**config.mk**
```make
export PLATFORM = sky130hd
export DESIGN_NAME = vertex_index_byte_inserter_top
export DESIGN_NICKNAME = d
export VERILOG_FILES = /design/src/rtl/vibi_pkg.sv /design/src/rtl/vibi_csr.sv /design/src/rtl/vibi_parser.sv /design/src/rtl/vibi_emitter.sv /design/src/rtl/vertex_index_byte_inserter_top.sv
export SDC_FILE = /design/constraint.sdc
export NUM_CORES = 1
export LEC_CHECK = 0
export ABC_AREA = 1
export BUFFER_PORTS_ARGS = -buffer_cell sky130_fd_sc_hd__buf_4
export CAP_MARGIN = 5
export CORE_ASPECT_RATIO = 0.6
export CORE_MARGIN = 1
export CORE_UTILIZATION = 40
export DETAILED_ROUTE_END_ITERATION = 16
export GPL_TIMING_DRIVEN = 0
export SYNTH_ARGS = -nofsm -noshare
export SYNTH_HDL_FRONTEND = slang
export SYNTH_HIERARCHICAL = 1
export SYNTH_SLANG_ARGS = --single-unit
```
**constraint.sdc**
```tcl
create_clock -name clock -period 6.2 [get_ports clock]
set_input_delay 0.31 -clock clock [delete_from_list [all_inputs] [get_ports clock]]
set_output_delay 0.31 -clock clock [all_outputs]
set_load 0.1 [all_outputs]
```
**src/rtl/vibi_pkg.sv**
```systemverilog
// Package: shared constants, configuration and plan types for the vertex index byte inserter.
`default_nettype none
package vibi_pkg;

   // Output list alignment in bytes (power of two)
   localparam int unsigned ALIGN_BYTES = 32;
   localparam int unsigned ALIGN_W     = $clog2(ALIGN_BYTES);
   // Bytes one item may produce: up to two list bytes plus padding
   localparam int unsigned TOTAL_W     = $clog2(ALIGN_BYTES + 2);

   localparam int unsigned CSR_ADDR_W = 3;
   localparam int unsigned CSR_DATA_W = 8;

   typedef enum logic [CSR_ADDR_W-1:0] {
      CSR_VERTEX_STRIDE    = 3'd0,
      CSR_INSERT_OFFSET    = 3'd1,
      CSR_INDEX_BASE       = 3'd2,
      CSR_FAN_OPCODE       = 3'd3,
      CSR_STRIP_OPCODE     = 3'd4,
      CSR_COUNT_BIG_ENDIAN = 3'd5
   } csr_addr_type;

   typedef struct packed {
      logic [7:0] vertex_stride;
      logic [7:0] insert_offset;
      logic [7:0] index_base;
      logic [7:0] fan_opcode;
      logic [7:0] strip_opcode;
      logic       count_big_endian;
   } cfg_type;

   // Output bytes caused by one item
   typedef struct packed {
      logic [7:0]         byte0;
      logic               ins0;
      logic [7:0]         byte1;
      logic               ins1;
      logic [1:0]         n_data;   // list bytes before padding
      logic [TOTAL_W-1:0] total;    // list bytes plus padding
      logic               list_end; // final byte carries tlast
   } plan_type;

endpackage
`default_nettype wire

```
**src/rtl/vibi_csr.sv**
```systemverilog
// Configuration registers of the vertex index byte inserter.
`default_nettype none
module vibi_csr (
   input  wire logic                             clock,
   input  wire logic                             reset,
   input  wire logic                             csr_we,
   input  wire logic [vibi_pkg::CSR_ADDR_W-1:0]  csr_addr,
   input  wire logic [vibi_pkg::CSR_DATA_W-1:0]  csr_wdata,
   output vibi_pkg::cfg_type                     cfg
);

   vibi_pkg::cfg_type cfg_ff;
   vibi_pkg::cfg_type cfg_in;

   always_comb begin
      cfg_in = cfg_ff;
      if (csr_we) begin
         unique case (vibi_pkg::csr_addr_type'(csr_addr))
            vibi_pkg::CSR_VERTEX_STRIDE:    cfg_in.vertex_stride    = csr_wdata;
            vibi_pkg::CSR_INSERT_OFFSET:    cfg_in.insert_offset    = csr_wdata;
            vibi_pkg::CSR_INDEX_BASE:       cfg_in.index_base       = csr_wdata;
            vibi_pkg::CSR_FAN_OPCODE:       cfg_in.fan_opcode       = csr_wdata;
            vibi_pkg::CSR_STRIP_OPCODE:     cfg_in.strip_opcode     = csr_wdata;
            vibi_pkg::CSR_COUNT_BIG_ENDIAN: cfg_in.count_big_endian = csr_wdata[0];
            default: ; // unused indexes ignored
         endcase
      end
   end

   always_ff @(posedge clock) begin
      if (reset) begin
         cfg_ff.vertex_stride    <= 8'd1;
         cfg_ff.insert_offset    <= 8'd0;
         cfg_ff.index_base       <= 8'd0;
         cfg_ff.fan_opcode       <= 8'd160;
         cfg_ff.strip_opcode     <= 8'd152;
         cfg_ff.count_big_endian <= 1'b1;
      end else begin
         cfg_ff <= cfg_in;
      end
   end

   assign cfg = cfg_ff;

endmodule
`default_nettype wire

```
**src/rtl/vibi_parser.sv**
```systemverilog
// Display list parser: tracks command/count/vertex phase and builds the plan for each item.
`default_nettype none
module vibi_parser (
   input  wire logic              clock,
   input  wire logic              reset,
   input  wire vibi_pkg::cfg_type cfg,
   input  wire logic              in_accept,
   input  wire logic [7:0]        in_byte,
   input  wire logic              in_last,
   output vibi_pkg::plan_type     plan
);

   typedef enum logic [2:0] {
      PH_CMD  = 3'd0,
      PH_CNT0 = 3'd1,
      PH_CNT1 = 3'd2,
      PH_VTX  = 3'd3,
      PH_DROP = 3'd4
   } phase_type;

   phase_type                     phase_ff, phase_in;
   logic [7:0]                    cnt_first_ff, cnt_first_in;
   logic [15:0]                   vleft_ff, vleft_in;
   logic [7:0]                    biv_ff, biv_in;
   logic [7:0]                    vfb_ff, vfb_in;
   logic [vibi_pkg::ALIGN_W-1:0]  mod_ff, mod_in;

   logic [8:0]                    eff_stride;
   logic [8:0]                    eff_offset;
   logic [8:0]                    pos_next;
   logic [15:0]                   count;
   logic [15:0]                   vleft_dec;
   logic [7:0]                    vfb_cur;
   logic [7:0]                    idx_byte;
   logic                          ins_pre;
   logic                          ins_post;
   logic [1:0]                    n_data;
   logic [vibi_pkg::ALIGN_W-1:0]  mod_after;
   logic [vibi_pkg::ALIGN_W-1:0]  pad;

   always_comb begin
      eff_stride = (cfg.vertex_stride == 8'd0) ? 9'd256 : {1'b0, cfg.vertex_stride};
      eff_offset = ({1'b0, cfg.insert_offset} < eff_stride) ? {1'b0, cfg.insert_offset}
                                                             : eff_stride;
      vfb_cur    = (biv_ff == 8'd0) ? in_byte : vfb_ff;
      idx_byte   = cfg.index_base + vfb_cur;
      ins_pre    = ({1'b0, biv_ff} == eff_offset);
      ins_post   = (eff_offset == eff_stride) && ({1'b0, biv_ff} == eff_stride - 9'd1);
      pos_next   = {1'b0, biv_ff} + 9'd1;
      vleft_dec  = vleft_ff - 16'd1;
      count      = cfg.count_big_endian ? {cnt_first_ff, in_byte} : {in_byte, cnt_first_ff};

      phase_in     = phase_ff;
      cnt_first_in = cnt_first_ff;
      vleft_in     = vleft_ff;
      biv_in       = biv_ff;
      vfb_in       = vfb_ff;

      plan.byte0 = in_byte;
      plan.ins0  = 1'b0;
      plan.byte1 = idx_byte;
      plan.ins1  = 1'b1;
      n_data     = 2'd1;

      unique case (phase_ff)
         PH_CMD: begin
            phase_in = (in_byte == cfg.fan_opcode || in_byte == cfg.strip_opcode)
                       ? PH_CNT0 : PH_DROP;
         end
         PH_CNT0: begin
            cnt_first_in = in_byte;
            phase_in     = PH_CNT1;
         end
         PH_CNT1: begin
            vleft_in = count;
            biv_in   = 8'd0;
            phase_in = (count != 16'd0) ? PH_VTX : PH_CMD;
         end
         PH_VTX: begin
            vfb_in = vfb_cur;
            if (ins_pre) begin
               plan.byte0 = idx_byte;
               plan.ins0  = 1'b1;
               plan.byte1 = in_byte;
               plan.ins1  = 1'b0;
            end
            n_data = (ins_pre || ins_post) ? 2'd2 : 2'd1;
            if (pos_next >= eff_stride) begin
               biv_in   = 8'd0;
               vleft_in = vleft_dec;
               if (vleft_dec == 16'd0) begin
                  phase_in = PH_CMD;
               end
            end else begin
               biv_in = pos_next[7:0];
            end
         end
         default: begin
            phase_in = PH_DROP;
            n_data   = 2'd0;
         end
      endcase

      mod_after = mod_ff + vibi_pkg::ALIGN_W'(n_data);
      pad       = in_last ? (vibi_pkg::ALIGN_W'(0) - mod_after) : '0;
      mod_in    = in_last ? '0 : mod_after;

      plan.n_data   = n_data;
      plan.total    = vibi_pkg::TOTAL_W'(n_data) + vibi_pkg::TOTAL_W'(pad);
      plan.list_end = in_last;

      if (in_last) begin
         phase_in     = PH_CMD;
         cnt_first_in = '0;
         vleft_in     = '0;
         biv_in       = '0;
         vfb_in       = '0;
      end
   end

   always_ff @(posedge clock) begin
      if (reset) begin
         phase_ff     <= PH_CMD;
         cnt_first_ff <= '0;
         vleft_ff     <= '0;
         biv_ff       <= '0;
         vfb_ff       <= '0;
         mod_ff       <= '0;
      end else if (in_accept) begin
         phase_ff     <= phase_in;
         cnt_first_ff <= cnt_first_in;
         vleft_ff     <= vleft_in;
         biv_ff       <= biv_in;
         vfb_ff       <= vfb_in;
         mod_ff       <= mod_in;
      end
   end

endmodule
`default_nettype wire

```
**src/rtl/vibi_emitter.sv**
```systemverilog
// Plan register and output register: sends the bytes of one plan, one per cycle while rsp_tready does not stall.
`default_nettype none
module vibi_emitter (
   input  wire logic               clock,
   input  wire logic               reset,
   input  wire logic               plan_load,
   input  wire vibi_pkg::plan_type plan,
   output logic                    plan_free,
   output logic                    rsp_tvalid,
   input  wire logic               rsp_tready,
   output logic [7:0]              rsp_tdata,
   output logic                    rsp_tuser,
   output logic                    rsp_tlast
);

   vibi_pkg::plan_type           plan_ff, plan_in;
   logic                         plan_valid_ff, plan_valid_in;
   logic [vibi_pkg::TOTAL_W-1:0] idx_ff, idx_in;
   logic                         rsp_tvalid_ff, rsp_tvalid_in;
   logic [7:0]                   rsp_tdata_ff, rsp_tdata_in;
   logic                         rsp_tuser_ff, rsp_tuser_in;
   logic                         rsp_tlast_ff, rsp_tlast_in;

   logic                         out_load;
   logic                         plan_done;
   logic                         at_end;

   always_comb begin
      out_load  = plan_valid_ff && (!rsp_tvalid_ff || rsp_tready);
      at_end    = (idx_ff == plan_ff.total - vibi_pkg::TOTAL_W'(1));
      plan_done = out_load && at_end;
      plan_free = !plan_valid_ff || plan_done;

      plan_in       = plan_ff;
      plan_valid_in = plan_valid_ff;
      idx_in        = idx_ff;
      if (plan_load) begin
         plan_in       = plan;
         plan_valid_in = 1'b1;
         idx_in        = '0;
      end else if (plan_done) begin
         plan_valid_in = 1'b0;
      end else if (out_load) begin
         idx_in = idx_ff + vibi_pkg::TOTAL_W'(1);
      end

      rsp_tdata_in  = rsp_tdata_ff;
      rsp_tuser_in  = rsp_tuser_ff;
      rsp_tlast_in  = rsp_tlast_ff;
      rsp_tvalid_in = rsp_tvalid_ff && !rsp_tready;
      if (out_load) begin
         rsp_tvalid_in = 1'b1;
         if (idx_ff == '0 && plan_ff.n_data != 2'd0) begin
            rsp_tdata_in = plan_ff.byte0;
            rsp_tuser_in = plan_ff.ins0;
         end else if (idx_ff == vibi_pkg::TOTAL_W'(1) && plan_ff.n_data == 2'd2) begin
            rsp_tdata_in = plan_ff.byte1;
            rsp_tuser_in = plan_ff.ins1;
         end else begin
            rsp_tdata_in = 8'd0; // padding
            rsp_tuser_in = 1'b0;
         end
         rsp_tlast_in = plan_ff.list_end && at_end;
      end
   end

   always_ff @(posedge clock) begin
      if (reset) begin
         plan_valid_ff <= 1'b0;
         idx_ff        <= '0;
         rsp_tvalid_ff <= 1'b0;
      end else begin
         plan_valid_ff <= plan_valid_in;
         idx_ff        <= idx_in;
         rsp_tvalid_ff <= rsp_tvalid_in;
      end
      plan_ff      <= plan_in;
      rsp_tdata_ff <= rsp_tdata_in;
      rsp_tuser_ff <= rsp_tuser_in;
      rsp_tlast_ff <= rsp_tlast_in;
   end

   assign rsp_tvalid = rsp_tvalid_ff;
   assign rsp_tdata  = rsp_tdata_ff;
   assign rsp_tuser  = rsp_tuser_ff;
   assign rsp_tlast  = rsp_tlast_ff;

`ifndef SYNTHESIS
   a_idx_in_range: assert property (@(posedge clock) disable iff (reset)
      plan_valid_ff |-> (idx_ff < plan_ff.total))
      else $error("plan index beyond plan length");
   a_plan_nonempty: assert property (@(posedge clock) disable iff (reset)
      plan_valid_ff |-> (plan_ff.total != '0))
      else $error("empty plan held");
   a_load_when_free: assert property (@(posedge clock) disable iff (reset)
      plan_load |-> (!plan_valid_ff || plan_done))
      else $error("plan overwritten before fully sent");
   a_last_ends_plan: assert property (@(posedge clock) disable iff (reset)
      (out_load && plan_ff.list_end && at_end) |=> (rsp_tvalid_ff && rsp_tlast_ff))
      else $error("final byte of list lost its tlast");
`endif

endmodule
`default_nettype wire

```
**src/rtl/vertex_index_byte_inserter_top.sv**
```systemverilog
// Top level of the vertex index byte inserter: display list byte stream rewriter.
// Usage:
//  - req_* carries the source display list, one byte per item; req_tlast marks the
//    final source byte. rsp_* carries the rewritten list one byte per item;
//    rsp_tuser flags an inserted index byte, rsp_tlast the final (padded) byte.
//  - csr_* writes the six configuration registers; write only while idle.
//  - Path: an accepted item's plan is held in the plan register, and its bytes
//    move from there through the output register to rsp_*.
//  - Throughput: one output byte per cycle while rsp_tready is high, set by the
//    single output register. Command, count and plain vertex bytes go at one
//    item per cycle; a vertex byte that gains an inserted index byte emits two
//    bytes, and a list end pads the output to a 32-byte boundary. Dropped bytes
//    after a non-primitive command emit nothing.
//  - The next item is taken while the previous item's last byte waits in the
//    output register, so the source sees no bubble in the copy phases.
//  - rsp_tready low stalls the output register; the held plan then blocks
//    req_tready until its bytes drain. Nothing is lost or reordered.
//  - Reset (synchronous) restores register defaults, empties the pipeline and
//    returns the parser to expecting a command byte.
`default_nettype none
module vertex_index_byte_inserter_top (
   input  wire logic                            clock,
   input  wire logic                            reset,
   // source list
   input  wire logic                            req_tvalid,
   output logic                                 req_tready,
   input  wire logic [7:0]                      req_tdata,  // [7:0] in_byte
   input  wire logic                            req_tlast,  // list_end
   // rewritten list
   output logic                                 rsp_tvalid,
   input  wire logic                            rsp_tready,
   output logic [7:0]                           rsp_tdata,  // [7:0] out_byte
   output logic                                 rsp_tuser,  // out_inserted
   output logic                                 rsp_tlast,  // out_last
   // configuration
   input  wire logic                            csr_we,
   input  wire logic [vibi_pkg::CSR_ADDR_W-1:0] csr_addr,
   input  wire logic [vibi_pkg::CSR_DATA_W-1:0] csr_wdata
);

   vibi_pkg::cfg_type  cfg;
   vibi_pkg::plan_type plan;
   logic               plan_free;
   logic               in_accept;
   logic               plan_load;

   assign req_tready = plan_free;
   assign in_accept  = req_tvalid && req_tready;
   // items that emit nothing (dropped bytes, aligned end) only update the parser
   assign plan_load  = in_accept && (plan.total != '0);

   vibi_csr u_csr (
      .clock     (clock),
      .reset     (reset),
      .csr_we    (csr_we),
      .csr_addr  (csr_addr),
      .csr_wdata (csr_wdata),
      .cfg       (cfg)
   );

   vibi_parser u_parser (
      .clock     (clock),
      .reset     (reset),
      .cfg       (cfg),
      .in_accept (in_accept),
      .in_byte   (req_tdata),
      .in_last   (req_tlast),
      .plan      (plan)
   );

   vibi_emitter u_emitter (
      .clock      (clock),
      .reset      (reset),
      .plan_load  (plan_load),
      .plan       (plan),
      .plan_free  (plan_free),
      .rsp_tvalid (rsp_tvalid),
      .rsp_tready (rsp_tready),
      .rsp_tdata  (rsp_tdata),
      .rsp_tuser  (rsp_tuser),
      .rsp_tlast  (rsp_tlast)
   );

endmodule
`default_nettype wire

```
==> impl_results.html, run 1 <==
<table>
<tr><th>Metric</th><th>Value</th></tr>
<tr><th colspan="2">GRT</th></tr>
<tr><td>First-pass GRT wire length</td><td>38000 µm</td></tr>
<tr><td>Number of antenna violations at the first check in global routing</td><td>0</td></tr>
<tr><td>GR Overflow Total</td><td>0</td></tr>
<tr><td>Vias in the first global route</td><td>7121</td></tr>
<tr><td>Largest net degree at the start of global routing</td><td>30</td></tr>
<tr><td>GRT Util Overall</td><td>between 20% and 30%</td></tr>
<tr><th colspan="2">Drt</th></tr>
<tr><td>Post-detailed-route count of antenna-violating nets</td><td>0</td></tr>
<tr><td>Wirelength per Cell</td><td>between 15 and 20 µm</td></tr>
<tr><td>Routed wire length</td><td>approximately 24000 µm</td></tr>
<tr><td>Via total after detailed routing</td><td>between 8000 and 9000</td></tr>
<tr><td>Number of design rule violations left after detail routing</td><td>2</td></tr>
<tr><td>Number of optimization iterations in the first detailed-route pass</td><td>13</td></tr>
<tr><td>Initial DRC Count</td><td>966</td></tr>
<tr><td>Via density</td><td>slightly above 5</td></tr>
<tr><th colspan="2">Timing</th></tr>
<tr><td>Shortest period the worst path allows</td><td>5.76 ns</td></tr>
<tr><td>Max-slew violation total from the final report</td><td>0</td></tr>
<tr><td>Maximum clock frequency</td><td>about 170 MHz</td></tr>
<tr><td>Total of endpoints with negative setup slack in the final report</td><td>0</td></tr>
<tr><td>Maximum clock skew at final layout</td><td>~0.011 ns</td></tr>
<tr><td>Worst-Margin Slew</td><td>around 1.1 ns</td></tr>
<tr><td>Setup repair after global routing missed its margin</td><td>no</td></tr>
<tr><td>Hold violation count in the final report</td><td>0</td></tr>
<tr><td>Max-slew headroom</td><td>roughly 25%</td></tr>
<tr><td>Post-route clock period utilization</td><td>92.8%</td></tr>
<tr><th colspan="2">Final layout</th></tr>
<tr><td>Count of antenna diodes in the layout</td><td>0</td></tr>
<tr><td>Final core utilization</td><td>between 40 and 50%</td></tr>
<tr><td>Nets</td><td>~1300</td></tr>
<tr><td>Fraction of final layout cells sized beyond drive strength 1</td><td>roughly an eighth</td></tr>
<tr><td>Filler instances</td><td>between 2000 and 2500</td></tr>
<tr><td>Area added between synthesis and finish</td><td>15.4%</td></tr>
<tr><th colspan="2">Synthesis</th></tr>
<tr><td>Proportion of netlist area held by the largest area contributor</td><td>22.7%</td></tr>
<tr><td>Top_reg_cell synth</td><td>sky130_fd_sc_hd__dfxtp_1</td></tr>
<tr><td>Number of unique standard cell types used by synthesis</td><td>46</td></tr>
<tr><td>Largest cells by area after synthesis</td><td>sky130_fd_sc_hd__dfxtp_1, sky130_fd_sc_hd__nand2_1, sky130_fd_sc_hd__edfxtp_1</td></tr>
<tr><td>Most used standard cell by instance count after synthesis</td><td>sky130_fd_sc_hd__nand2_1</td></tr>
<tr><td>Number of enable-type register cells in the synthesized netlist</td><td>37</td></tr>
<tr><td>Sequential share of the synthesized area</td><td>35.7%</td></tr>
<tr><td>Cell count after synthesis</td><td>1216</td></tr>
<tr><td>Most area-hungry cell type in the Yosys netlist</td><td>sky130_fd_sc_hd__dfxtp_1</td></tr>
<tr><td>Net count after synthesis</td><td>about 1300</td></tr>
<tr><td>Share of synthesized registers carrying an async set or reset</td><td>0%</td></tr>
<tr><td>Top cells by count, synth</td><td>sky130_fd_sc_hd__nand2_1, sky130_fd_sc_hd__nor2_1, sky130_fd_sc_hd__inv_1, sky130_fd_sc_hd__nand3_1, sky130_fd_sc_hd__dfxtp_1</td></tr>
<tr><td>Average instance area after synthesis</td><td>around 7.0 µm²</td></tr>
<tr><td>Warnings, synthesis</td><td>6</td></tr>
<tr><td>Number of synthesized register bits</td><td>around 130</td></tr>
<tr><td>Summed instance area of the synthesized netlist</td><td>between 8000 and 9000 µm²</td></tr>
<tr><th colspan="2">Setup path</th></tr>
<tr><td>Critical path fanouts, max</td><td>14</td></tr>
<tr><td>Critical path arrival</td><td>roughly 5.8 ns</td></tr>
<tr><td>Element type at the critical path end</td><td>register</td></tr>
<tr><td>Slowest stage cell, crit path</td><td>sky130_fd_sc_hd__fa_1</td></tr>
<tr><td>Crit start category</td><td>register</td></tr>
<tr><td>Maximum cell stage delay along the critical path</td><td>0.51 ns</td></tr>
<tr><td>Category of the most critical setup path</td><td>register to register</td></tr>
<tr><td>Critical path data required time</td><td>between 6 and 7 ns</td></tr>
<tr><th colspan="2">CTS</th></tr>
<tr><td>Maximum buffer depth of the clock tree</td><td>2</td></tr>
<tr><td>Insertion delay to the later sink of the worst-skew pair</td><td>0.44 ns</td></tr>
<tr><td>Sinks on the clock net</td><td>~130</td></tr>
<tr><td>Clock transition at the register clock pins on the worst setup and hold paths after CTS</td><td>~0.06 ns</td></tr>
<tr><td>Clock buffer count from CTS</td><td>17</td></tr>
<tr><td>CTS root buffer</td><td>sky130_fd_sc_hd__clkbuf_16</td></tr>
<tr><td>Maximum level of the CTS H-tree</td><td>4</td></tr>
<tr><td>TritonCTS clock tree</td><td>yes</td></tr>
<tr><th colspan="2">Run status</th></tr>
<tr><td>Violations in the final reports</td><td>design-rule violations</td></tr>
<tr><td>Status</td><td>finished with violations</td></tr>
<tr><th colspan="2">Power</th></tr>
<tr><td>Total leakage power</td><td>0.00433 µW</td></tr>
<tr><td>Max IR drop VDD</td><td>just over 0.2 mV</td></tr>
<tr><td>Pwr/cell area</td><td>~280 nW/µm²</td></tr>
<tr><td>PnR Total Power</td><td>2730 µW</td></tr>
<tr><th colspan="2">Place</th></tr>
<tr><td>RD Place Congestion</td><td>0.931</td></tr>
<tr><td>Half-perimeter wire length of the detailed placement result</td><td>about 18000 µm</td></tr>
<tr><td>Count of buffers inserted at the top-level ports</td><td>36</td></tr>
<tr><th colspan="2">Floorplan</th></tr>
<tr><td>Die area</td><td>between 20000 and 25000 µm²</td></tr>
<tr><td>Area of the core</td><td>21000 µm²</td></tr>
<tr><td>Height of the chip</td><td>roughly 120 µm</td></tr>
<tr><td>Site Rows</td><td>41</td></tr>
<tr><td>Horiz. Die Dim</td><td>around 190 µm</td></tr>
<tr><td>Top Ports</td><td>37</td></tr>
<tr><td>Effective utilization at floorplan</td><td>between 40% and 50%</td></tr>
<tr><th colspan="2">Job</th></tr>
<tr><td>Number of max-cap violations</td><td>0</td></tr>
<tr><th colspan="2">Min path</th></tr>
<tr><td>Hold crit path type</td><td>input pin to register</td></tr>
</table>
[cells by family after synthesis]
| kind of cell | count (synthesis) | share of synthesized area (%) |
|---|---|---|
| buffers and inverters | 163 | 7.94 |
| flip-flops | 134 | 35.7 |
| adder cells (fa/ha/maj) | 40 | 6.11 |
| AO/OA/AOI/OAI | 166 | 10.7 |
| AND/OR/NAND/NOR | 661 | 34.2 |
| XOR/XNOR | 52 | 5.32 |
[worst paths after layout]
path | from | cells after the start | end | slack (ns)
worst max-delay path | u_csr/cfg[37] | 32 | u_emitter/plan_ff[23] | 0.44
worst min-delay path | csr_wdata[4] | 3 | u_csr/cfg[5] | 0.08
worst max register to register | u_csr/cfg[37] | 32 | u_emitter/plan_ff[23] | 0.44
worst min register to register | u_parser/vfb_ff[6] | 2 | u_parser/vfb_ff[6] | 0.46
[layout make-up]
| type | count | area [µm²] | area share, % |
|---|---|---|---|
| plain buffers | 34 | 193 | 1.95 |
| multi-input cells | 919 | 4830 | 48.9 |
| repair buffers | 44 | 330 | 3.34 |
| inverters | 129 | 494 | 5.00 |
| flip-flops and latches | 134 | 3060 | 31.0 |
| clock buffers | 21 | 470 | 4.76 |
| clock inverters | 11 | 146 | 1.48 |
| well taps | 279 | 349 | 3.53 |
| repair inverters | 1 | 7.51 | 0.0760 |
[registers in the layout, summed over array words and instances (netlist names)]
name / flops
u_csr/cfg: 41
u_emitter/plan_ff: 27
u_parser/vleft_ff: 16
u_emitter/rsp_tdata: 8
u_parser/biv_ff: 8
u_parser/cnt_first_ff: 8
u_parser/vfb_ff: 8
u_emitter/idx_ff: 6
u_parser/mod_ff: 5
u_parser/phase_ff: 3
u_emitter/plan_valid_ff: 1
u_emitter/rsp_tlast: 1
u_emitter/rsp_tuser: 1
u_emitter/rsp_tvalid: 1
[repair_timing]
action                                  in CTS  in global routing
gates resized for setup                      2                  5
gates cloned                                 0                  1
hold buffers                                 0                  0
setup buffers                                0                  8
endpoints found under the setup margin      34                 34
[routing by layer]
metal	vias up	wire [µm]	GRT usage (%)
met2	318	8450	28.1
met1	3655	12700	36.0
met4	0	265	6.08
li1	4100	-	-
met3	19	2320	6.62
met5	-	0	0
[power by group]
group / total [µW] / internal, µW / switching [µW]
sequential: 1010 / 972 / 39.5
clock: 1060 / 665 / 400
combinational: 657 / 209 / 447
total: 2730 / 1850 / 887
[metrics by stage]
stage          setup TNS, ns  cell area [µm²]  hold WS, ns  worst slack [ns]  std cells
2_1_floorplan              0             8560        0.379              1.05       1216
5_1_grt                    0             9880       0.0844           0.00763       1572
6_report                   0             9880       0.0795             0.444       1572
3_5_place_dp           -6.24             9180        0.456            -0.279       1531
4_1_cts                    0             9800       0.0655            0.0193       1563
3_3_place_gp           -6.78             9180        0.452            -0.294       1531
[worst max-delay path: cells and delay by family (launching register included)]
family / cells / cell delay, ns
buffers and inverters: 8 / 1.10
and+or+nand+nor: 19 / 2.34
DFF: 1 / 0.42
adders and majority gates: 4 / 1.43
AOI/OAI and AO/OA: 1 / 0.10
[cells in the final DEF (no fill, tap or decap), drive strengths merged, types with 37 or more instances in the layout]
master	synthesis	layout
nor2	166	166
nand2	332	332
inv	127	128
dfxtp	97	97
a21oi	63	63
nand3	117	117
buf	19	63
ha	37	37
edfxtp	37	37
o21ai	80	80
No activity file was read; power rests on OpenSTA's default activity.
==> inputs of run 2 (changes only) <==
--- a/config.mk
+++ b/config.mk
@@ -13,6 +13,7 @@
 export CORE_UTILIZATION = 40
 export DETAILED_ROUTE_END_ITERATION = 16
 export GPL_TIMING_DRIVEN = 0
+export REMOVE_ABC_BUFFERS = 1
 export SYNTH_ARGS = -nofsm -noshare
 export SYNTH_HDL_FRONTEND = slang
 export SYNTH_HIERARCHICAL = 1
==> constraint.sdc (replaced) <==
create_clock -name clock -period 5.3 [get_ports clock]
set_input_delay 0.265 -clock clock [delete_from_list [all_inputs] [get_ports clock]]
set_output_delay 0.265 -clock clock [all_outputs]
set_load 0.1 [all_outputs]
==> impl_results.html, run 2 (synthesis results as in run 1) <==
<table>
<tr><th>Metric</th><th>Value</th></tr>
<tr><th colspan="2">Job</th></tr>
<tr><td>Number of max-cap violations</td><td>0 (unchanged)</td></tr>
<tr><th colspan="2">Timing</th></tr>
<tr><td>Maximum clock skew at final layout</td><td>0.00945 ns (-0.00193 ns)</td></tr>
<tr><td>Total of endpoints with negative setup slack in the final report</td><td>0 (unchanged)</td></tr>
<tr><td>Max-slew violation total from the final report</td><td>0 (unchanged)</td></tr>
<tr><td>Hold violation count in the final report</td><td>0 (unchanged)</td></tr>
<tr><td>Maximum clock frequency</td><td>200 MHz (+15%)</td></tr>
<tr><td>Worst-Margin Slew</td><td>1.17 ns (+0.0653 ns)</td></tr>
<tr><td>Final WS setup</td><td>0.295 ns (-0.149 ns)</td></tr>
<tr><td>Setup Total Neg Slack</td><td>0 ns (unchanged)</td></tr>
<tr><td>Shortest period the worst path allows</td><td>5.01 ns (-0.751 ns)</td></tr>
<tr><td>Post-route clock period utilization</td><td>94.4% (+1.6 points)</td></tr>
<tr><td>Max-slew headroom</td><td>21.6% (-3.9 points)</td></tr>
<tr><th colspan="2">Final layout</th></tr>
<tr><td>Max FFs per register</td><td>41 (unchanged)</td></tr>
<tr><td>Nets</td><td>1340 (-0.37%)</td></tr>
<tr><td>Final std cells w/o fill</td><td>1567 (-0.32%)</td></tr>
<tr><td>Count of antenna diodes in the layout</td><td>0 (unchanged)</td></tr>
<tr><td>Commonest cells after routing, fill and taps aside</td><td>sky130_fd_sc_hd__nand2_1, sky130_fd_sc_hd__nor2_1, sky130_fd_sc_hd__nand3_1, sky130_fd_sc_hd__inv_1, sky130_fd_sc_hd__dfxtp_1</td></tr>
<tr><td>Area added between synthesis and finish</td><td>18.2%</td></tr>
<tr><td>Fraction of final layout cells sized beyond drive strength 1</td><td>17.2% (+4.6 points)</td></tr>
<tr><td>Most common cell after layout, fill and taps aside</td><td>sky130_fd_sc_hd__nand2_1</td></tr>
<tr><td>Final core utilization</td><td>48.2% (+1.1 points)</td></tr>
<tr><td>Final non-filler cell area</td><td>10100 µm² (+2.4%)</td></tr>
<tr><th colspan="2">Setup path</th></tr>
<tr><td>Crit start category</td><td>register</td></tr>
<tr><td>Largest delay contributor family on the critical path</td><td>simple AND/OR/NAND/NOR gates</td></tr>
<tr><td>Critical path arrival</td><td>5.13 ns (-0.71 ns)</td></tr>
<tr><td>Slowest stage cell, crit path</td><td>sky130_fd_sc_hd__fa_1</td></tr>
<tr><td>Sum of buffers and inverters on the critical path</td><td>8 (unchanged)</td></tr>
<tr><td>Maximum cell stage delay along the critical path</td><td>0.55 ns (+0.04 ns)</td></tr>
<tr><td>Category of the most critical setup path</td><td>register to register</td></tr>
<tr><td>Critical path data required time</td><td>5.43 ns (-0.86 ns)</td></tr>
<tr><td>Element type at the critical path end</td><td>register</td></tr>
<tr><td>Critical path fanouts, max</td><td>8 (-6)</td></tr>
<tr><td>Most Frequent Cell on Critical Path</td><td>sky130_fd_sc_hd__nand2_1</td></tr>
<tr><th colspan="2">Drt</th></tr>
<tr><td>Number of design rule violations left after detail routing</td><td>0 (-2)</td></tr>
<tr><td>Wirelength per Cell</td><td>14.8 µm (-2.3%)</td></tr>
<tr><td>Via density</td><td>5.07 (-1.5%)</td></tr>
<tr><td>Number of optimization iterations in the first detailed-route pass</td><td>5 (-8)</td></tr>
<tr><td>Via total after detailed routing</td><td>7945 (-1.8%)</td></tr>
<tr><td>Post-detailed-route count of antenna-violating nets</td><td>0 (unchanged)</td></tr>
<tr><td>Initial DRC Count</td><td>599 (-38%)</td></tr>
<tr><td>Routed wire length</td><td>23100 µm (-2.7%)</td></tr>
<tr><th colspan="2">GRT</th></tr>
<tr><td>Busiest layer in global routing</td><td>met1</td></tr>
<tr><td>Met2 track demand over resource in global routing</td><td>28.9% (+0.85 points)</td></tr>
<tr><td>Largest net degree at the start of global routing</td><td>42 (+40%)</td></tr>
<tr><td>Number of antenna violations at the first check in global routing</td><td>0 (unchanged)</td></tr>
<tr><td>First-pass GRT wire length</td><td>36700 µm (-3.6%)</td></tr>
<tr><td>GR Overflow Total</td><td>0 (unchanged)</td></tr>
<tr><td>Met3 routing resource usage after global routing</td><td>4.18% (-2.4 points)</td></tr>
<tr><td>Vias in the first global route</td><td>7082 (-0.55%)</td></tr>
<tr><td>GRT Util Overall</td><td>21.5% (-1.1 points)</td></tr>
<tr><td>Met1 layer usage reported by global route</td><td>34.2% (-1.8 points)</td></tr>
<tr><th colspan="2">Floorplan</th></tr>
<tr><td>Site Rows</td><td>41 (unchanged)</td></tr>
<tr><td>Horiz. Die Dim</td><td>191 µm (unchanged)</td></tr>
<tr><td>Area of the core</td><td>21000 µm² (unchanged)</td></tr>
<tr><td>Height of the chip</td><td>115 µm (unchanged)</td></tr>
<tr><td>Top Ports</td><td>37 (unchanged)</td></tr>
<tr><td>Die area</td><td>22000 µm² (unchanged)</td></tr>
<tr><td>Effective utilization at floorplan</td><td>40.8% (unchanged)</td></tr>
<tr><th colspan="2">Power</th></tr>
<tr><td>Clk pwr share</td><td>36.5% (-2.5 points)</td></tr>
<tr><td>P_sw</td><td>1080 µW (+22%)</td></tr>
<tr><td>Total leakage power</td><td>0.00441 µW (+1.8%)</td></tr>
<tr><td>Proportion of power drawn by flip-flops and latches</td><td>37.2% (+0.2 points)</td></tr>
<tr><td>P_int</td><td>2100 µW (+14%)</td></tr>
<tr><td>Pwr/cell area</td><td>315 nW/µm² (+14%)</td></tr>
<tr><td>Max IR drop VDD</td><td>0.220 mV (+7.6%)</td></tr>
<tr><td>Switching Fraction</td><td>34.0% (+1.5 points)</td></tr>
<tr><td>Combinational share of power</td><td>26.3% (+2.3 points)</td></tr>
<tr><th colspan="2">Place</th></tr>
<tr><td>Count of placed standard cells including taps</td><td>1497 (-2.2%)</td></tr>
<tr><td>Half-perimeter wire length of the detailed placement result</td><td>16800 µm (-8.7%)</td></tr>
<tr><td>RD Place Congestion</td><td>0.902 (-3.1%)</td></tr>
<tr><td>Count of buffers inserted at the top-level ports</td><td>36 (unchanged)</td></tr>
<tr><td>Pre-CTS worst setup slack</td><td>-1.10 ns (-0.821 ns)</td></tr>
<tr><td>Placed Area</td><td>8990 µm² (-2.1%)</td></tr>
<tr><th colspan="2">CTS</th></tr>
<tr><td>Maximum buffer depth of the clock tree</td><td>2 (unchanged)</td></tr>
<tr><td>CTS root buffer</td><td>sky130_fd_sc_hd__clkbuf_16</td></tr>
<tr><td>TritonCTS clock tree</td><td>yes</td></tr>
<tr><td>Insertion delay to the later sink of the worst-skew pair</td><td>0.43 ns (about the same)</td></tr>
<tr><td>Maximum level of the CTS H-tree</td><td>4 (unchanged)</td></tr>
<tr><td>Clock transition at the register clock pins on the worst setup and hold paths after CTS</td><td>0.06 ns (about the same)</td></tr>
<tr><td>Clock buffer count from CTS</td><td>17 (unchanged)</td></tr>
<tr><td>Sinks on the clock net</td><td>134 (unchanged)</td></tr>
<tr><th colspan="2">Min path</th></tr>
<tr><td>Hold crit path type</td><td>input pin to register</td></tr>
<tr><th colspan="2">Run status</th></tr>
<tr><td>Status</td><td>finished clean</td></tr>
</table>
[run 2: changes by cell type in the layout (fill, tap and decap cells not counted), sizes merged]
cell      previous run  this run
clkbuf              36        19
clkinvlp             5         6
buf                 63        73
bufinv               3         1
clkinv               5        10
inv                128       126
[run 2: worst paths after layout]
kind         slack, ns          startpoint  cells past startpoint                    to
max reg2reg       0.29       u_csr/cfg[37]                     37  u_emitter/plan_ff[3]
min reg2reg       0.47  u_parser/vfb_ff[0]                      2    u_parser/vfb_ff[0]
min               0.05        csr_wdata[3]                      3          u_csr/cfg[4]
max               0.29       u_csr/cfg[37]                     37  u_emitter/plan_ff[3]
[run 2: timing repair]
item                                    in CTS  in global routing
endpoints found under the setup margin      34                 34
gates resized for setup                     20                 60
cloned                                       1                  0
pin swaps                                    2                 19
setup buffers                                7                 30
hold buffers                                 0                  0
[run 2: per-layer routing]
layer,share of wire (%),vias to the layer above
met4,0.80,0
met5,0,-
met3,6.7,17
met1,55,3616
met2,37,225
li1,-,4087
[run 2: final cells by class]
cell class                      count  area, µm²
Timing Repair inverter              1       7.51
Tap cell                          279        349
Sequential cell                   134       3080
Timing Repair Buffer               73        604
Fill cell                        2070      10900
Clock inverter                     13        123
Clock buffer                       19        454
Inverter                          129        508
Multi-Input combinational cell    919       5000
[run 2: power groups by stage]
stage	combinational (µW)	clock, µW	sequential [µW]
final	838	1160	1180
after global routing	925	1230	1190
after CTS	737	1180	1190
after detailed placement	712	0	1210
after global placement	707	0	1210
after floorplan	477	0	1260
[run 2: tightest hold or removal path: stages]
cell                      delay, ns
sky130_fd_sc_hd__buf_4         0.09
sky130_fd_sc_hd__nand2_1       0.04
sky130_fd_sc_hd__nand3_1       0.05
[run 2: per-stage QoR]
| step | power (µW) | hold slack, ns |
|---|---|---|
| final | 3190 | 0.0484 |
| after global placement | 1910 | 0.452 |
| after detailed placement | 1920 | 0.456 |
| after floorplan | 1740 | 0.334 |
| after global routing | 3350 | 0.0472 |
| after CTS | 3100 | 0.0346 |
==> inputs of run 3 (changes only) <==
--- a/config.mk
+++ b/config.mk
@@ -16,5 +16,4 @@
 export REMOVE_ABC_BUFFERS = 1
 export SYNTH_ARGS = -nofsm -noshare
 export SYNTH_HDL_FRONTEND = slang
-export SYNTH_HIERARCHICAL = 1
 export SYNTH_SLANG_ARGS = --single-unit
==> impl_results.html, run 3 <==
<table>
<tr><th>Metric</th><th>Value</th></tr>
<tr><th colspan="2">Run status</th></tr>
<tr><td>Status</td><td>finished clean</td></tr>
<tr><th colspan="2">Min path</th></tr>
<tr><td>Hold crit path type</td><td>input pin to register</td></tr>
<tr><th colspan="2">Synthesis</th></tr>
<tr><td>Number of unique standard cell types used by synthesis</td><td>44 (-4.3%)</td></tr>
<tr><td>Most used standard cell by instance count after synthesis</td><td>sky130_fd_sc_hd__nand2_1</td></tr>
<tr><td>Warnings, synthesis</td><td>0 (-6)</td></tr>
<tr><td>Largest cells by area after synthesis</td><td>sky130_fd_sc_hd__dfxtp_1, sky130_fd_sc_hd__edfxtp_1, sky130_fd_sc_hd__nand2_1</td></tr>
<tr><td>Summed instance area of the synthesized netlist</td><td>8220 µm² (-4.0%)</td></tr>
<tr><td>Sequential share of the synthesized area</td><td>37.2% (+1.5 points)</td></tr>
<tr><td>Number of synthesized register bits</td><td>134 (unchanged)</td></tr>
<tr><td>Proportion of netlist area held by the largest area contributor</td><td>23.6% (+0.95 points)</td></tr>
<tr><td>Number of enable-type register cells in the synthesized netlist</td><td>37 (unchanged)</td></tr>
<tr><td>Top cells by count, synth</td><td>sky130_fd_sc_hd__nand2_1, sky130_fd_sc_hd__inv_1, sky130_fd_sc_hd__dfxtp_1</td></tr>
<tr><td>Most area-hungry cell type in the Yosys netlist</td><td>sky130_fd_sc_hd__dfxtp_1</td></tr>
<tr><td>Top_reg_cell synth</td><td>sky130_fd_sc_hd__dfxtp_1</td></tr>
<tr><td>Share of synthesized registers carrying an async set or reset</td><td>0% (unchanged)</td></tr>
<tr><td>Average instance area after synthesis</td><td>7.30 µm² (+3.7%)</td></tr>
<tr><td>Cell count after synthesis</td><td>1126 (-7.4%)</td></tr>
<tr><th colspan="2">Job</th></tr>
<tr><td>Number of max-cap violations</td><td>0 (unchanged)</td></tr>
<tr><th colspan="2">Power</th></tr>
<tr><td>Max IR drop VDD</td><td>0.222 mV (+1.1%)</td></tr>
<tr><td>Total leakage power</td><td>0.00423 µW (-4.1%)</td></tr>
<tr><td>Pwr/cell area</td><td>342 nW/µm² (+8.7%)</td></tr>
<tr><th colspan="2">Floorplan</th></tr>
<tr><td>Top Ports</td><td>37 (unchanged)</td></tr>
<tr><td>Horiz. Die Dim</td><td>187 µm (-2.0%)</td></tr>
<tr><td>Area of the core</td><td>20100 µm² (-4.3%)</td></tr>
<tr><td>Die area</td><td>21100 µm² (-4.0%)</td></tr>
<tr><td>Height of the chip</td><td>113 µm (-2.0%)</td></tr>
<tr><td>Site Rows</td><td>40 (-2.4%)</td></tr>
<tr><td>Effective utilization at floorplan</td><td>40.9% (+0.15 points)</td></tr>
<tr><th colspan="2">CTS</th></tr>
<tr><td>Maximum level of the CTS H-tree</td><td>4 (unchanged)</td></tr>
<tr><td>Insertion delay to the later sink of the worst-skew pair</td><td>0.44 ns (about the same)</td></tr>
<tr><td>Quantity of hold-fixing buffers added after cts</td><td>0 (unchanged)</td></tr>
<tr><td>Sinks on the clock net</td><td>134 (unchanged)</td></tr>
<tr><td>CTS root buffer</td><td>sky130_fd_sc_hd__clkbuf_16</td></tr>
<tr><td>TritonCTS clock tree</td><td>yes</td></tr>
<tr><td>Clock transition at the register clock pins on the worst setup and hold paths after CTS</td><td>0.06 ns (about the same)</td></tr>
<tr><td>Maximum buffer depth of the clock tree</td><td>2 (unchanged)</td></tr>
<tr><td>Clock buffer count from CTS</td><td>17 (unchanged)</td></tr>
<tr><th colspan="2">Drt</th></tr>
<tr><td>Wirelength per Cell</td><td>15.8 µm (+6.7%)</td></tr>
<tr><td>Via density</td><td>5.25 (+3.5%)</td></tr>
<tr><td>Via total after detailed routing</td><td>7686 (-3.3%)</td></tr>
<tr><td>Post-detailed-route count of antenna-violating nets</td><td>0 (unchanged)</td></tr>
<tr><td>Routed wire length</td><td>23100 µm (-0.33%)</td></tr>
<tr><td>Number of design rule violations left after detail routing</td><td>0 (unchanged)</td></tr>
<tr><td>Number of optimization iterations in the first detailed-route pass</td><td>6 (+1)</td></tr>
<tr><td>Initial DRC Count</td><td>703 (+17%)</td></tr>
<tr><th colspan="2">Final layout</th></tr>
<tr><td>Commonest cells after routing, fill and taps aside</td><td>sky130_fd_sc_hd__nand2_1, sky130_fd_sc_hd__inv_1, sky130_fd_sc_hd__o21ai_0, sky130_fd_sc_hd__dfxtp_1, sky130_fd_sc_hd__nor2_1</td></tr>
<tr><td>Filler instances</td><td>1976 (-4.5%)</td></tr>
<tr><td>Final std cells w/o fill</td><td>1464 (-6.6%)</td></tr>
<tr><td>Final core utilization</td><td>48.6% (+0.41 points)</td></tr>
<tr><td>Area added between synthesis and finish</td><td>18.8%</td></tr>
<tr><td>Fraction of final layout cells sized beyond drive strength 1</td><td>15.6% (-1.6 points)</td></tr>
<tr><td>Most common cell after layout, fill and taps aside</td><td>sky130_fd_sc_hd__nand2_1</td></tr>
<tr><td>Max FFs per register</td><td>41 (unchanged)</td></tr>
<tr><td>Nets</td><td>1243 (-7.2%)</td></tr>
<tr><td>Count of antenna diodes in the layout</td><td>0 (unchanged)</td></tr>
<tr><th colspan="2">Place</th></tr>
<tr><td>Count of buffers inserted at the top-level ports</td><td>36 (unchanged)</td></tr>
<tr><td>Count of placed standard cells including taps</td><td>1398 (-6.6%)</td></tr>
<tr><td>Half-perimeter wire length of the detailed placement result</td><td>16500 µm (-1.9%)</td></tr>
<tr><td>Pre-CTS worst setup slack</td><td>-1.50 ns (-0.395 ns)</td></tr>
<tr><td>RD Place Congestion</td><td>0.921 (+2.1%)</td></tr>
<tr><th colspan="2">GRT</th></tr>
<tr><td>Largest net degree at the start of global routing</td><td>60 (+43%)</td></tr>
<tr><td>GRT Util Overall</td><td>22.2% (+0.77 points)</td></tr>
<tr><td>First-pass GRT wire length</td><td>36600 µm (-0.13%)</td></tr>
<tr><td>Vias in the first global route</td><td>6693 (-5.5%)</td></tr>
<tr><td>GR Overflow Total</td><td>0 (unchanged)</td></tr>
<tr><td>Number of antenna violations at the first check in global routing</td><td>0 (unchanged)</td></tr>
<tr><th colspan="2">Setup path</th></tr>
<tr><td>Maximum cell stage delay along the critical path</td><td>0.53 ns (-0.02 ns)</td></tr>
<tr><td>Critical path data required time</td><td>5.50 ns (+0.07 ns)</td></tr>
<tr><td>Element type at the critical path end</td><td>register</td></tr>
<tr><td>Crit start category</td><td>register</td></tr>
<tr><td>Critical path arrival</td><td>5.37 ns (+0.24 ns)</td></tr>
<tr><td>Category of the most critical setup path</td><td>register to register</td></tr>
<tr><td>Critical path fanouts, max</td><td>9 (+1)</td></tr>
<tr><td>Slowest stage cell, crit path</td><td>sky130_fd_sc_hd__fa_2</td></tr>
<tr><th colspan="2">Timing</th></tr>
<tr><td>Hold violation count in the final report</td><td>0 (unchanged)</td></tr>
<tr><td>Total of endpoints with negative setup slack in the final report</td><td>0 (unchanged)</td></tr>
<tr><td>Post-route clock period utilization</td><td>97.5% (+3.1 points)</td></tr>
<tr><td>Worst-Margin Slew</td><td>0.977 ns (-0.198 ns)</td></tr>
<tr><td>Max-slew violation total from the final report</td><td>0 (unchanged)</td></tr>
<tr><td>Final WS setup</td><td>0.132 ns (-0.163 ns)</td></tr>
<tr><td>Maximum clock skew at final layout</td><td>0.0117 ns (+0.00228 ns)</td></tr>
<tr><td>Max-slew headroom</td><td>34.8% (+13 points)</td></tr>
<tr><td>Maximum clock frequency</td><td>194 MHz (-3.1%)</td></tr>
<tr><td>Shortest period the worst path allows</td><td>5.17 ns (+0.163 ns)</td></tr>
</table>
run 3: cell count changes in the layout (fill, tap and decap cells not counted), moves of 9 or more:
cell / before / now
sky130_fd_sc_hd__o31ai_1: 1 / 10
sky130_fd_sc_hd__inv_1: 104 / 140
sky130_fd_sc_hd__o21ai_0: 66 / 94
sky130_fd_sc_hd__a21oi_1: 60 / 76
sky130_fd_sc_hd__nand3_1: 109 / 85
sky130_fd_sc_hd__nor2_1: 138 / 87
sky130_fd_sc_hd__nand4_1: 16 / 30
sky130_fd_sc_hd__nand2_1: 308 / 202
run 3: where the power goes:
group	total (µW)	internal, µW	switching, µW	leakage [µW]
clock network	1210	738	476	0.000285
registers	1210	1150	54.9	0.00115
logic	921	315	607	0.00280
total	3340	2200	1140	0.00423
run 3: metal layers:
metal / share of wire [%] / up-vias / global-route usage, %
met5: 0 / - / 0
met4: 0.56 / 0 / 4.54
met3: 8.3 / 13 / 5.18
met2: 37 / 250 / 28.4
met1: 54 / 3563 / 36.2
li1: - / 3860 / -
run 3: layout make-up:
type                    count  area, µm²  share of cell area [%]
repair inverters            1       7.51                  0.0769
repair buffers             67        547                    5.60
flip-flops and latches    134       3070                    31.4
inverters                 153        586                    6.00
clock buffers              19        433                    4.43
multi-input cells         804       4630                    47.4
clock inverters            13        154                    1.58
well taps                 273        342                    3.50
run 3: cell families (layout without fill, tap and decap cells):
logic type | after synthesis | count (layout) | synth area share (%)
adder cells (fa/ha/maj) | 40 | 40 | 6.37
XOR/XNOR | 54 | 54 | 5.76
AO/OA/AOI/OAI | 219 | 219 | 14.5
flip-flops | 134 | 134 | 37.2
buffers and inverters | 190 | 253 | 9.15
AND/OR/NAND/NOR | 489 | 491 | 27.1
run 3: path summary, 6_finish.rpt:
check	slack (ns)	depth (start not counted)	to	from
worst max-delay path	0.13	34	u_emitter.plan_ff[14]	u_csr.cfg[34]
worst min-delay path	0.09	3	u_csr.cfg[8]	csr_wdata[7]
worst max register to register	0.13	34	u_emitter.plan_ff[14]	u_csr.cfg[34]
worst min register to register	0.47	2	u_parser.vfb_ff[7]	u_parser.vfb_ff[7]
run 3: worst max-delay path: cells and delay by family, from the launching register on:
kind                     cells  cell delay [ns]
adder cells (fa/ha/maj)      6             1.90
flip-flops                   1             0.32
buffers and inverters        7             0.68
AND/OR/NAND/NOR             21             2.03
run 3: what timing repair did:
item,4_1_cts,5_1_grt
buffers inserted,12,18
cloned,2,2
pin swaps,7,31
gates resized for setup,27,42
endpoints found under the hold margin,0,0
endpoints found under the setup margin,38,34
run 3: through the flow:
step	TNS (ns)	total power, µW	hold slack, ns	instance area, µm²
final	0	3340	0.0942	9760
after global routing	-2.80	3510	0.0959	9760
after CTS	0	3280	0.0839	9440
after detailed placement	-45.04	2030	0.459	8650
after global placement	-44.11	2020	0.452	8650
after floorplan	-4.52	1820	0.334	8040
